`src/rtl/tsme_ram.sv`:
```
`timescale 1ns / 1ps
// ----------------------------------------------------------------------------
// tsme_ram
// Generic single-write, single-read RAM with registered read data.
// ----------------------------------------------------------------------------
module tsme_ram #(
  parameter int WIDTH = 8,
  parameter int DEPTH = 16
) (
  input  logic                                     clk,
  input  logic                                     we,
  input  logic [((DEPTH > 1) ? $clog2(DEPTH) : 1)-1:0] waddr,
  input  logic [WIDTH-1:0]                         wdata,
  input  logic                                     re,
  input  logic [((DEPTH > 1) ? $clog2(DEPTH) : 1)-1:0] raddr,
  output logic [WIDTH-1:0]                         rdata
);

  logic [WIDTH-1:0] mem [DEPTH];

  always_ff @(posedge clk) begin
    if (we) begin
      mem[waddr] <= wdata;
    end
    if (re) begin
      rdata <= mem[raddr];
    end
  end

endmodule

```
`config.mk`:
```
export PLATFORM = sky130hd
export DESIGN_NAME = tsme_ram
export DESIGN_NICKNAME = d
export VERILOG_FILES = /design/src/rtl/tsme_ram.sv
export SDC_FILE = /design/constraint.sdc
export NUM_CORES = 1
export LEC_CHECK = 0
export ABC_AREA = 1
export BUFFER_PORTS_ARGS = -buffer_cell sky130_fd_sc_hd__buf_2
export CAP_MARGIN = 20
export CORE_MARGIN = 1.5
export CORE_UTILIZATION = 55
export CTS_CLUSTER_DIAMETER = 30
export DETAILED_ROUTE_END_ITERATION = 7
export PLACE_DENSITY = 0.74
export SETUP_SLACK_MARGIN = 0.2
export SYNTH_ARGS = -nofsm -noshare
export SYNTH_HDL_FRONTEND = slang
export SYNTH_SLANG_ARGS = --single-unit
```
`constraint.sdc`:
```
create_clock -name clk -period 0.95 [get_ports clk]
set_clock_uncertainty 0.05 [all_clocks]
set_input_delay 0.0475 -clock clk [delete_from_list [all_inputs] [get_ports clk]]
set_output_delay 0.0475 -clock clk [all_outputs]
set_load 0.02 [all_outputs]
```
==> impl_metrics.tcl <==
set metrics [dict create \
    cts_tree "done" \
    finalSetupViolCount 16 \
    avgSynthCellArea_um2 10.6 \
    clock_path_buffers 2 \
    crit_start "rdata[1]" \
    synth_compound_area_frac 0 \
    slew_viol_final 0 \
    die_h_um 106 \
    hold_buffers 9 \
    area_delta_synth_final_pct 28.6 \
    p_leak_nw 3.20 \
    critical_path_required_ns 0.85 \
    wl_per_cell_um 17.8 \
    seq_area_frac_synth 0.698 \
    worstMarginPinSlew_ns 0.393 \
    insertion_delay_ns 0.54 \
    whs_path_depth 3 \
    crit_arrival_ns 1.13 \
    synth-edff-count 136 \
    power.density_nw_per_um2 1990 \
    fmax_mhz 813 \
    initial_core_util 0.566 \
    antenna_found_initial 0 \
    drtPass1Iterations 5 \
    fin_nets 633 \
    yosys_warnings 0 \
    antenna_cells 0 \
    syn-num-nets 570 \
    numClockSinks 136 \
    num_io_pins 27 \
    n_fill_cell 674 \
    grt.total_usage 0.262 \
    met1_length_mm 5.53 \
    core-area_um2 10300 \
    rsz0062_at_grt "true" \
    critical_path_class "reg -> out" \
    synthSimpleGateAreaFrac 0.208 \
    cp_top_family "flip-flops" \
    dr_wl_met2_mm 6.63 \
    violations "hold timing, setup timing" \
    synth_ff_type "edfxtp_1" \
    synth_top_cell_area_share 0.698 \
    syn_area_um2 5850 \
    synth_cells 551 \
    vias 4119 \
    die_area_um2 11300 \
    slew_headroom 0.738 \
    critPathMaxStageDelay_ns 0.44 \
    fin_crit_sh 1.29 \
    yosys-top-cells-count "nand2_1 (173), edfxtp_1 (136), inv_1 (100)" \
    ff2ff_setup_slack_ns -0.22 \
    regToRegEndpoint "rdata[2]" \
    grt_pass1_vias 3960 \
    reg2reg_from "mem[9][2]" \
    cts_setup_buffers 0 \
    cts_buffers 17 \
    cp_slowest_cell "edfxtp_1" \
    route.met3.wl_mm 1.05 \
    placed_area_um2 6520 \
    yosys-top-cells-area "edfxtp_1 (70%), nand2_1 (11%), nand3_1 (8.3%), inv_1 (6.4%), buf_6 (1.2%)" \
    synth_cell_types 11 \
    wl_mm 13.6 \
    worst-r2r-cell-count 6 \
    p_total_mw 15.0 \
    cp-start-kind "flip-flop" \
    dieWidth_um 106 \
    root_buffer "clkbuf_8" \
    port_buffers 26 \
    drt_iter0_markers 425 \
    hold_start "waddr[1]" \
    synthArstFlopShare 0 \
    final_cell_area_um2 7520 \
    outcome "finished with violations" \
    hold_ws_ns -0.0334 \
    ys_seq_elements 136 \
    cp-end-kind "output pin" \
    synth_top_family_by_area "simple AND/OR/NAND/NOR gates" \
    grt_pass1_wl_mm 21.3 \
    ant_nets 0 \
    min_path_type "in -> reg" \
    totalNegativeSetupSlack_ns -3.26 \
    drv_cap 0 \
    yosysMostFrequentCell "nand2_1" \
    grt_overflow 0 \
    layout_setup_ws_ns -0.280 \
    place.gp.congestion 0.850 \
    crit_buf_inv 1 \
    synth_largest_area_cell "edfxtp_1" \
    path_max_fanout 1 \
    path_clk_slew_ns 0.06 \
    synth-xor-area-share 0 \
    place_hpwl_mm 8.28 \
    synth_fa_ha_area_frac 0 \
    synthMuxAreaShare 0 \
    drcViolationCount 0 \
    via_per_inst 5.40 \
    period_needed_ns 1.23 \
    routed.top_layer "met4" \
    finalHoldViolations 10 \
    htree_levels 4 \
    crit_chain "buf_6" \
    worstHoldEndpoint "mem[2][1]" \
    final_layout_size_suffix_gt1_frac 0.271 \
    grt_max_degree 39 \
    peakVddDrop_mv 1.04 \
    row_count 37 \
]
==> final cells by class <==
cell class,count,area (µm²),share of cell area
tap,136,170,0.0226
clock inverter,15,226,0.0301
sequential,136,4080,0.543
multi-input combinational,289,1570,0.209
timing repair buffer,68,674,0.0897
clock buffer,17,414,0.0551
inverter,102,383,0.0509
==> power by group <==
group / internal [mW] / switching, mW / leakage, nW
clock network: 4.53 / 2.49 / 0.304
registers: 6.76 / 0.0460 / 1.24
logic: 0.405 / 0.716 / 1.66
total: 11.7 / 3.25 / 3.20
==> flip-flops by register name (all words and copies together), names as in the netlist <==
signal / cells
mem: 128
rdata: 8
==> cell families after synthesis <==
| group | after synthesis |
|---|---|
| flip-flops | 136 |
| AND/OR/NAND/NOR | 289 |
| buffers and inverters | 126 |
==> cell usage in the layout, fill, tap and decap left out, drive strengths merged <==
cell type | netlist | layout
buf | 24 | 59
bufinv | 0 | 5
clkbuf | 0 | 17
clkinv | 0 | 6
clkinvlp | 0 | 3
dlygate4sd3 | 0 | 9
edfxtp | 136 | 136
inv | 102 | 103
nand2 | 173 | 173
nand3 | 97 | 97
nand3b | 2 | 2
nor2 | 17 | 17
==> stage by stage <==
step | instances | setup WS [ns] | utilization
floorplan | 551 | -0.0211 | -
global placement | 722 | -0.301 | 0.632
detailed placement | 722 | -0.319 | 0.632
CTS | 763 | -0.279 | 0.716
global route | 763 | -0.297 | 0.729
finish | 763 | -0.280 | 0.729
==> worst max path at each step <==
stage / end / slack (ns) / cells past startpoint
CTS: rdata[5] / -0.28 / 1
finish: rdata[1] / -0.28 / 1
floorplan: mem[10][0] / -0.02 / 2
global placement: rdata[3] / -0.30 / 8
global route: rdata[1] / -0.30 / 1
detailed placement: rdata[2] / -0.32 / 8
==> routing by layer <==
layer	vias up	global-route usage
met1	1977	0.352
met2	202	0.411
met4	0	0.118
met5	-	0
li1	1905	-
met3	35	0.0595
==> timing repair <==
item	in CTS	in global routing
setup endpoints to repair	16	16
pin swaps	29	32
hold endpoints to repair	149	11
gates cloned	0	0
gates resized for setup	31	34
Note: power is estimated with default switching activity, not from simulation.
