<file path="src/rtl/tsme_pkg.sv">
`timescale 1ns / 1ps
// ----------------------------------------------------------------------------
// tsme_pkg
// Shared sizes, opcodes, fault codes, tags and types of the tagged stack
// machine executor.
// ----------------------------------------------------------------------------
package tsme_pkg;

  localparam int STACK_DEPTH = 16;
  localparam int LOCAL_COUNT = 16;
  localparam int CONST_COUNT = 256;

  localparam int FUNC_W  = 1;
  localparam int OPC_W   = 5;
  localparam int ARG_W   = 16;
  localparam int TAG_W   = 3;
  localparam int VAL_W   = 64;
  localparam int PC_W    = 16;
  localparam int FAULT_W = 3;
  localparam int LIMIT_W = 5;

  localparam int CNT_W       = $clog2(STACK_DEPTH + 1);
  localparam int LIM_W       = (CNT_W > LIMIT_W) ? CNT_W : LIMIT_W;
  localparam int LOC_IDX_W   = (LOCAL_COUNT > 1) ? $clog2(LOCAL_COUNT) : 1;
  localparam int CONST_IDX_W = (CONST_COUNT > 1) ? $clog2(CONST_COUNT) : 1;
  localparam int ENT_W       = TAG_W + VAL_W;

  localparam int REG_COUNT   = 1;
  localparam int PADDR_W     = 3;
  localparam int PDATA_W     = 32;
  localparam int LIMIT_RESET = 16;
  localparam logic [PADDR_W-3:0] REG_STACK_LIMIT = '0;

  localparam logic [FUNC_W-1:0] FUNC_CONST_WR = 1'b0;
  localparam logic [FUNC_W-1:0] FUNC_EXEC     = 1'b1;

  localparam logic [OPC_W-1:0] OP_LDCONST  = 5'd0;
  localparam logic [OPC_W-1:0] OP_LDLOCAL  = 5'd1;
  localparam logic [OPC_W-1:0] OP_STLOCAL  = 5'd2;
  localparam logic [OPC_W-1:0] OP_RET      = 5'd4;
  localparam logic [OPC_W-1:0] OP_CMP      = 5'd5;
  localparam logic [OPC_W-1:0] OP_JMP      = 5'd6;
  localparam logic [OPC_W-1:0] OP_JMPIF    = 5'd7;
  localparam logic [OPC_W-1:0] OP_JMPIFNOT = 5'd8;
  localparam logic [OPC_W-1:0] OP_ADD      = 5'd9;
  localparam logic [OPC_W-1:0] OP_DEFVAR   = 5'd10;

  localparam logic [FAULT_W-1:0] FLT_NONE    = 3'd0;
  localparam logic [FAULT_W-1:0] FLT_OVER    = 3'd1;
  localparam logic [FAULT_W-1:0] FLT_UNDER   = 3'd2;
  localparam logic [FAULT_W-1:0] FLT_ADDTYPE = 3'd3;
  localparam logic [FAULT_W-1:0] FLT_TRUTH   = 3'd4;
  localparam logic [FAULT_W-1:0] FLT_UNIMPL  = 3'd5;

  localparam logic [TAG_W-1:0] TAG_NIL  = 3'd0;
  localparam logic [TAG_W-1:0] TAG_BOOL = 3'd1;
  localparam logic [TAG_W-1:0] TAG_UINT = 3'd2;

  localparam int PC_STEP_LONG  = 3;
  localparam int PC_STEP_SHORT = 1;

  typedef struct packed {
    logic [TAG_W-1:0] tag;
    logic [VAL_W-1:0] val;
  } ent_t;

  typedef enum logic [1:0] {
    STK_HOLD,
    STK_PUSH,
    STK_POP,
    STK_MERGE
  } stk_op_t;

  typedef struct packed {
    stk_op_t              stk_op;
    ent_t                 push_ent;
    logic                 loc_we;
    logic [LOC_IDX_W-1:0] loc_idx;
    logic [CNT_W-1:0]     cnt_next;
    logic [PC_W-1:0]      pc_next;
    logic                 done;
    ent_t                 res;
    logic [FAULT_W-1:0]   fault;
  } upd_t;

  function automatic logic const_in_range(input logic [ARG_W-1:0] idx);
    logic [ARG_W:0] lim;
    lim = (ARG_W + 1)'(CONST_COUNT);
    return {1'b0, idx} < lim;
  endfunction

  function automatic logic local_in_range(input logic [ARG_W-1:0] idx);
    logic [ARG_W:0] lim;
    lim = (ARG_W + 1)'(LOCAL_COUNT);
    return {1'b0, idx} < lim;
  endfunction

endpackage

</file>
<file path="src/rtl/tsme_exec.sv">
`timescale 1ns / 1ps
// ----------------------------------------------------------------------------
// tsme_exec
// Decode and execute one instruction against the current stack top, pc and
// stack count; produce the state update and the response fields.
// ----------------------------------------------------------------------------
module tsme_exec (
  input  logic [tsme_pkg::FUNC_W-1:0]  func,
  input  logic [tsme_pkg::OPC_W-1:0]   opcode,
  input  logic [tsme_pkg::ARG_W-1:0]   operand,
  input  tsme_pkg::ent_t               const_ent,
  input  tsme_pkg::ent_t               local_ent,
  input  tsme_pkg::ent_t               top0,
  input  tsme_pkg::ent_t               top1,
  input  logic [tsme_pkg::CNT_W-1:0]   cnt,
  input  logic [tsme_pkg::LIMIT_W-1:0] stack_limit,
  input  logic [tsme_pkg::PC_W-1:0]    pc,
  output tsme_pkg::upd_t               upd
);

  logic [tsme_pkg::LIM_W-1:0] lim;
  logic [tsme_pkg::LIM_W-1:0] cnt_x;
  logic [tsme_pkg::LIM_W-1:0] cnt_less2;
  logic [tsme_pkg::PC_W-1:0]  pc_long;
  logic [tsme_pkg::PC_W-1:0]  pc_short;
  logic [tsme_pkg::PC_W-1:0]  arg_pc;
  logic                       truth;
  logic                       truth_bad;
  logic                       cmp_eq;
  logic [tsme_pkg::VAL_W-1:0] sum;

  always_comb begin
    if (tsme_pkg::LIM_W'(stack_limit) > tsme_pkg::LIM_W'(tsme_pkg::STACK_DEPTH)) begin
      lim = tsme_pkg::LIM_W'(tsme_pkg::STACK_DEPTH);
    end else begin
      lim = tsme_pkg::LIM_W'(stack_limit);
    end
  end

  assign cnt_x     = tsme_pkg::LIM_W'(cnt);
  assign cnt_less2 = cnt_x - tsme_pkg::LIM_W'(2);
  assign pc_long   = pc + tsme_pkg::PC_W'(tsme_pkg::PC_STEP_LONG);
  assign pc_short  = pc + tsme_pkg::PC_W'(tsme_pkg::PC_STEP_SHORT);
  assign arg_pc    = tsme_pkg::PC_W'(operand);
  assign cmp_eq    = (top0.tag == top1.tag) && (top0.val == top1.val);
  assign sum       = top0.val + top1.val;

  always_comb begin
    truth     = 1'b0;
    truth_bad = 1'b0;
    if (top0.tag == tsme_pkg::TAG_BOOL || top0.tag == tsme_pkg::TAG_UINT) begin
      truth = (top0.val != '0);
    end else if (top0.tag != tsme_pkg::TAG_NIL) begin
      truth_bad = 1'b1;
    end
  end

  always_comb begin
    upd          = '0;
    upd.stk_op   = tsme_pkg::STK_HOLD;
    upd.loc_idx  = operand[tsme_pkg::LOC_IDX_W-1:0];
    upd.cnt_next = cnt;
    upd.pc_next  = pc;
    upd.fault    = tsme_pkg::FLT_NONE;
    if (func == tsme_pkg::FUNC_EXEC) begin
      unique case (opcode)
        tsme_pkg::OP_LDCONST, tsme_pkg::OP_LDLOCAL: begin
          if (cnt_x >= lim) begin
            upd.fault = tsme_pkg::FLT_OVER;
          end else begin
            upd.stk_op = tsme_pkg::STK_PUSH;
            if (opcode == tsme_pkg::OP_LDCONST) begin
              if (tsme_pkg::const_in_range(operand)) begin
                upd.push_ent = const_ent;
              end
            end else if (tsme_pkg::local_in_range(operand)) begin
              upd.push_ent = local_ent;
            end
            upd.cnt_next = cnt + tsme_pkg::CNT_W'(1);
            upd.pc_next  = pc_long;
          end
        end
        tsme_pkg::OP_STLOCAL, tsme_pkg::OP_DEFVAR: begin
          if (cnt == '0) begin
            upd.fault = tsme_pkg::FLT_UNDER;
          end else begin
            upd.stk_op   = tsme_pkg::STK_POP;
            upd.loc_we   = (opcode == tsme_pkg::OP_STLOCAL) && tsme_pkg::local_in_range(operand);
            upd.cnt_next = cnt - tsme_pkg::CNT_W'(1);
            upd.pc_next  = pc_long;
          end
        end
        tsme_pkg::OP_RET: begin
          if (cnt == '0) begin
            upd.fault = tsme_pkg::FLT_UNDER;
          end else begin
            upd.done     = 1'b1;
            upd.res      = top0;
            upd.cnt_next = '0;
            upd.pc_next  = '0;
          end
        end
        tsme_pkg::OP_CMP, tsme_pkg::OP_ADD: begin
          if (cnt_x < tsme_pkg::LIM_W'(2)) begin
            upd.fault = tsme_pkg::FLT_UNDER;
          end else if (opcode == tsme_pkg::OP_ADD &&
                       (top0.tag != tsme_pkg::TAG_UINT || top1.tag != tsme_pkg::TAG_UINT)) begin
            upd.fault = tsme_pkg::FLT_ADDTYPE;
          end else if (cnt_less2 >= lim) begin
            upd.fault = tsme_pkg::FLT_OVER;
          end else begin
            upd.stk_op = tsme_pkg::STK_MERGE;
            if (opcode == tsme_pkg::OP_ADD) begin
              upd.push_ent.tag = tsme_pkg::TAG_UINT;
              upd.push_ent.val = sum;
            end else begin
              upd.push_ent.tag = tsme_pkg::TAG_BOOL;
              upd.push_ent.val = tsme_pkg::VAL_W'(cmp_eq);
            end
            upd.cnt_next = cnt - tsme_pkg::CNT_W'(1);
            upd.pc_next  = pc_short;
          end
        end
        tsme_pkg::OP_JMP: begin
          upd.pc_next = arg_pc;
        end
        tsme_pkg::OP_JMPIF, tsme_pkg::OP_JMPIFNOT: begin
          if (cnt == '0) begin
            upd.fault = tsme_pkg::FLT_UNDER;
          end else if (truth_bad) begin
            upd.fault = tsme_pkg::FLT_TRUTH;
          end else begin
            upd.stk_op   = tsme_pkg::STK_POP;
            upd.cnt_next = cnt - tsme_pkg::CNT_W'(1);
            if (truth ^ (opcode == tsme_pkg::OP_JMPIFNOT)) begin
              upd.pc_next = arg_pc;
            end else begin
              upd.pc_next = pc_long;
            end
          end
        end
        default: begin
          upd.fault = tsme_pkg::FLT_UNIMPL;
        end
      endcase
    end
  end

endmodule

</file>
<file path="config.mk">
export PLATFORM = sky130hd
export DESIGN_NAME = tsme_exec
export DESIGN_NICKNAME = d
export VERILOG_FILES = /design/src/rtl/tsme_pkg.sv /design/src/rtl/tsme_exec.sv
export SDC_FILE = /design/constraint.sdc
export NUM_CORES = 1
export LEC_CHECK = 0
export ABC_AREA = 1
export CAP_MARGIN = 20
export CORE_AREA = 2 2 188 190
export DETAILED_ROUTE_END_ITERATION = 8
export DIE_AREA = 0 0 190 192
export DONT_BUFFER_PORTS = 1
export SLEW_MARGIN = 25
export SYNTH_ARGS = -nofsm -noshare
export SYNTH_HDL_FRONTEND = slang
export SYNTH_SLANG_ARGS = --single-unit
</file>
<file path="constraint.sdc">
create_clock -name vclk -period 9.5
set_clock_uncertainty 0.2 [all_clocks]
set_input_delay 2.85 -clock vclk [all_inputs]
set_output_delay 2.85 -clock vclk [all_outputs]
set_load 0.01 [all_outputs]
</file>
==> impl_metrics.yaml <==
run_status:
  outcome: "finished clean"
timing:
  max_freq_mhz: 110.5
  setup_viol: 0
  worst-slew-pin-transition_ns: 0.9221
  fin_ws_ns: 0.4489
  tns_ns: 0
  max_slew_margin_pct: 37.96
  hold_violations: 0
  slew_violations: 0
  final.period_utilization_pct: 95.27
  final.min_clock_period_ns: 9.051
  rsz0062_at_grt: "no"
clock_tree:
  cts_hold_buf: 0
  post_cts_buffers: 0
  postCtsResizedCells: 0
global_route:
  grt_pass1_wl_um: 88580
  first_global_vias: 13740
  grt_max_degree: 69
  overflow: 0
  grtUsageTotal_pct: 32.57
  antenna_found_initial: 2
setup_path:
  required_ns: 6.45
  cp_slowest_stage_delay_ns: 0.56
  criticalPathCategory: "primary input to primary output"
  arrival_ns: 6.00
  crit_path_start_kind: "primary input"
  end_kind: "primary output"
  cpMostUsedCell: "nand2_1"
  critical_path.max_fanout: 26
  crit_chain: "o41ai_1, nand2_1, ha_1, a21oi_1, nand2_1, nand2_1, nand2_1, nor2_4, inv_2, nor2_4, buf_12, nand3_1, a21oi_1, buf_4"
  cp_slowest_cell: "o41ai_1"
detailed_routing:
  wirelength_um: 62940
  firstDrtPassIters: 6
  drt_iter0_markers: 1120
  vias: 14860
  viasPerCell: 5.556
  wl_per_cell_um: 23.53
  postRouteAntennaNets: 0
  drc: 0
floorplanning:
  coreArea_um2: 34290
  fp.dieW_um: 190
  fp-row-count: 68
  die_h_um: 192
  dieArea_um2: 36480
  start_util_pct: 31.48
  io_pins: 482
logic_synthesis:
  seq_area_frac_synth_pct: 0
  ys_top_cells_by_count: "664 x nand2_1, 359 x inv_1, 299 x nor2_1, 188 x a21oi_1, 181 x nand3_1"
  syn_nets: 2618
  synth_most_common_cell: "nand2_1"
  syn_area_um2: 10800
  synth_top_area_share_pct: 23.09
  netlist_instances: 2218
  yosys.area.top_type: "nand2_1"
  ys_warn_count: 0
  synth_area_per_cell_um2: 4.867
  synthTopCellsByArea: "nand2_1 23%, inv_1 12%, nor2_1 10%"
  synth_cell_types: 53
cells_and_area:
  drive_gt1_share_pct: 5.591
  area_growth_pct: 7.371
  fin_nets: 2620
  final_core_util_pct: 33.81
  seq_cells: 0
  clkbuf_count: 0
  seq_area_um2: 0
  finalInstanceArea_um2: 11590
pwr:
  power_density_nw_per_um2: 45.50
  ir_drop_mv: 0.02222
  power_w: 0.0005274
  p_leak_nw: 5.672
flow_run:
  drv_cap: 0
place:
  dpl-instance-area_um2: 11580
  port_buffers: 0
  gp_congestion: 1.008
  dpl.hpwl_um: 54150
  post-place-ws_ns: 0.5550
worst_hold_path:
  holdCritPathClass: "primary input to primary output"
[through the flow]
step           hold WS (ns)  std cells
5_1_grt               5.500       2675
4_1_cts               5.500       2673
3_5_place_dp          5.500       2673
6_report              5.500       2675
3_3_place_gp          5.500       2673
2_1_floorplan         5.554       2218
[layout make-up]
| class | count | area (µm²) |
|---|---|---|
| Fill cell | 4079 | 22700 |
| Multi-Input combinational cell | 1773 | 9054 |
| Inverter | 378 | 1423 |
| Timing Repair Buffer | 67 | 540.5 |
| Antenna cell | 2 | 5.005 |
| Tap cell | 455 | 569.3 |
[worst max-delay path: cells and delay by family]
family,cells,cell delay (ns)
simple gates,7,1.14
buf+inv,3,0.55
compound gates,3,1.08
fa+ha+maj,1,0.36
[worst paths after layout]
path | slack, ns | start | cells past startpoint | end
max | 0.45 | stack_limit[0] | 14 | upd[148]
min | 5.50 | operand[0] | 0 | upd[92]
[cells in the final DEF, fill, tap and decap left out, drive strengths merged, types with 3 or more instances in the layout]
cell    count
nand2     667
inv       376
nor2      312
a21oi     191
nand3     184
o21ai     117
ha         83
buf        67
a32o       61
nand4      30
nor4       19
nor3       18
xor2       17
or2        13
nand3b     11
o21bai      9
xnor2       7
o211ai      7
o21a        3
a21o        3
a211o       3
[where the power goes]
group	leakage (nW)	internal (W)	total [W]	switching, W
clock	0.0000127	0.0000000000282	0.0000000000282	0
combinational	5.67	0.000147	0.000527	0.000381
sequential	0	0	0	0
[per-layer routing]
metal	part of all wire [%]	up-vias	wire length (µm)	GRT usage (%)
li1	-	7232	-	-
met1	43	6745	26990	41.99
met2	45	759	28040	53.89
met3	7.5	125	4706	4.148
met4	5.1	0	3205	15.15
met5	0	-	0	0
[logic make-up (layout without fill, tap and decap cells)]
kind of cell               Yosys count  after routing  synth area share (%)
AOI/OAI and AO/OA                  409            409                 23.01
adders and majority gates           84             84                 9.805
buffers and inverters              445            445                 16.28
other                                0              2                     0
and+or+nand+nor                   1256           1256                 48.96
xor gates and xnor gates            24             24                 1.947
Note: power is estimated with default switching activity, not from simulation.
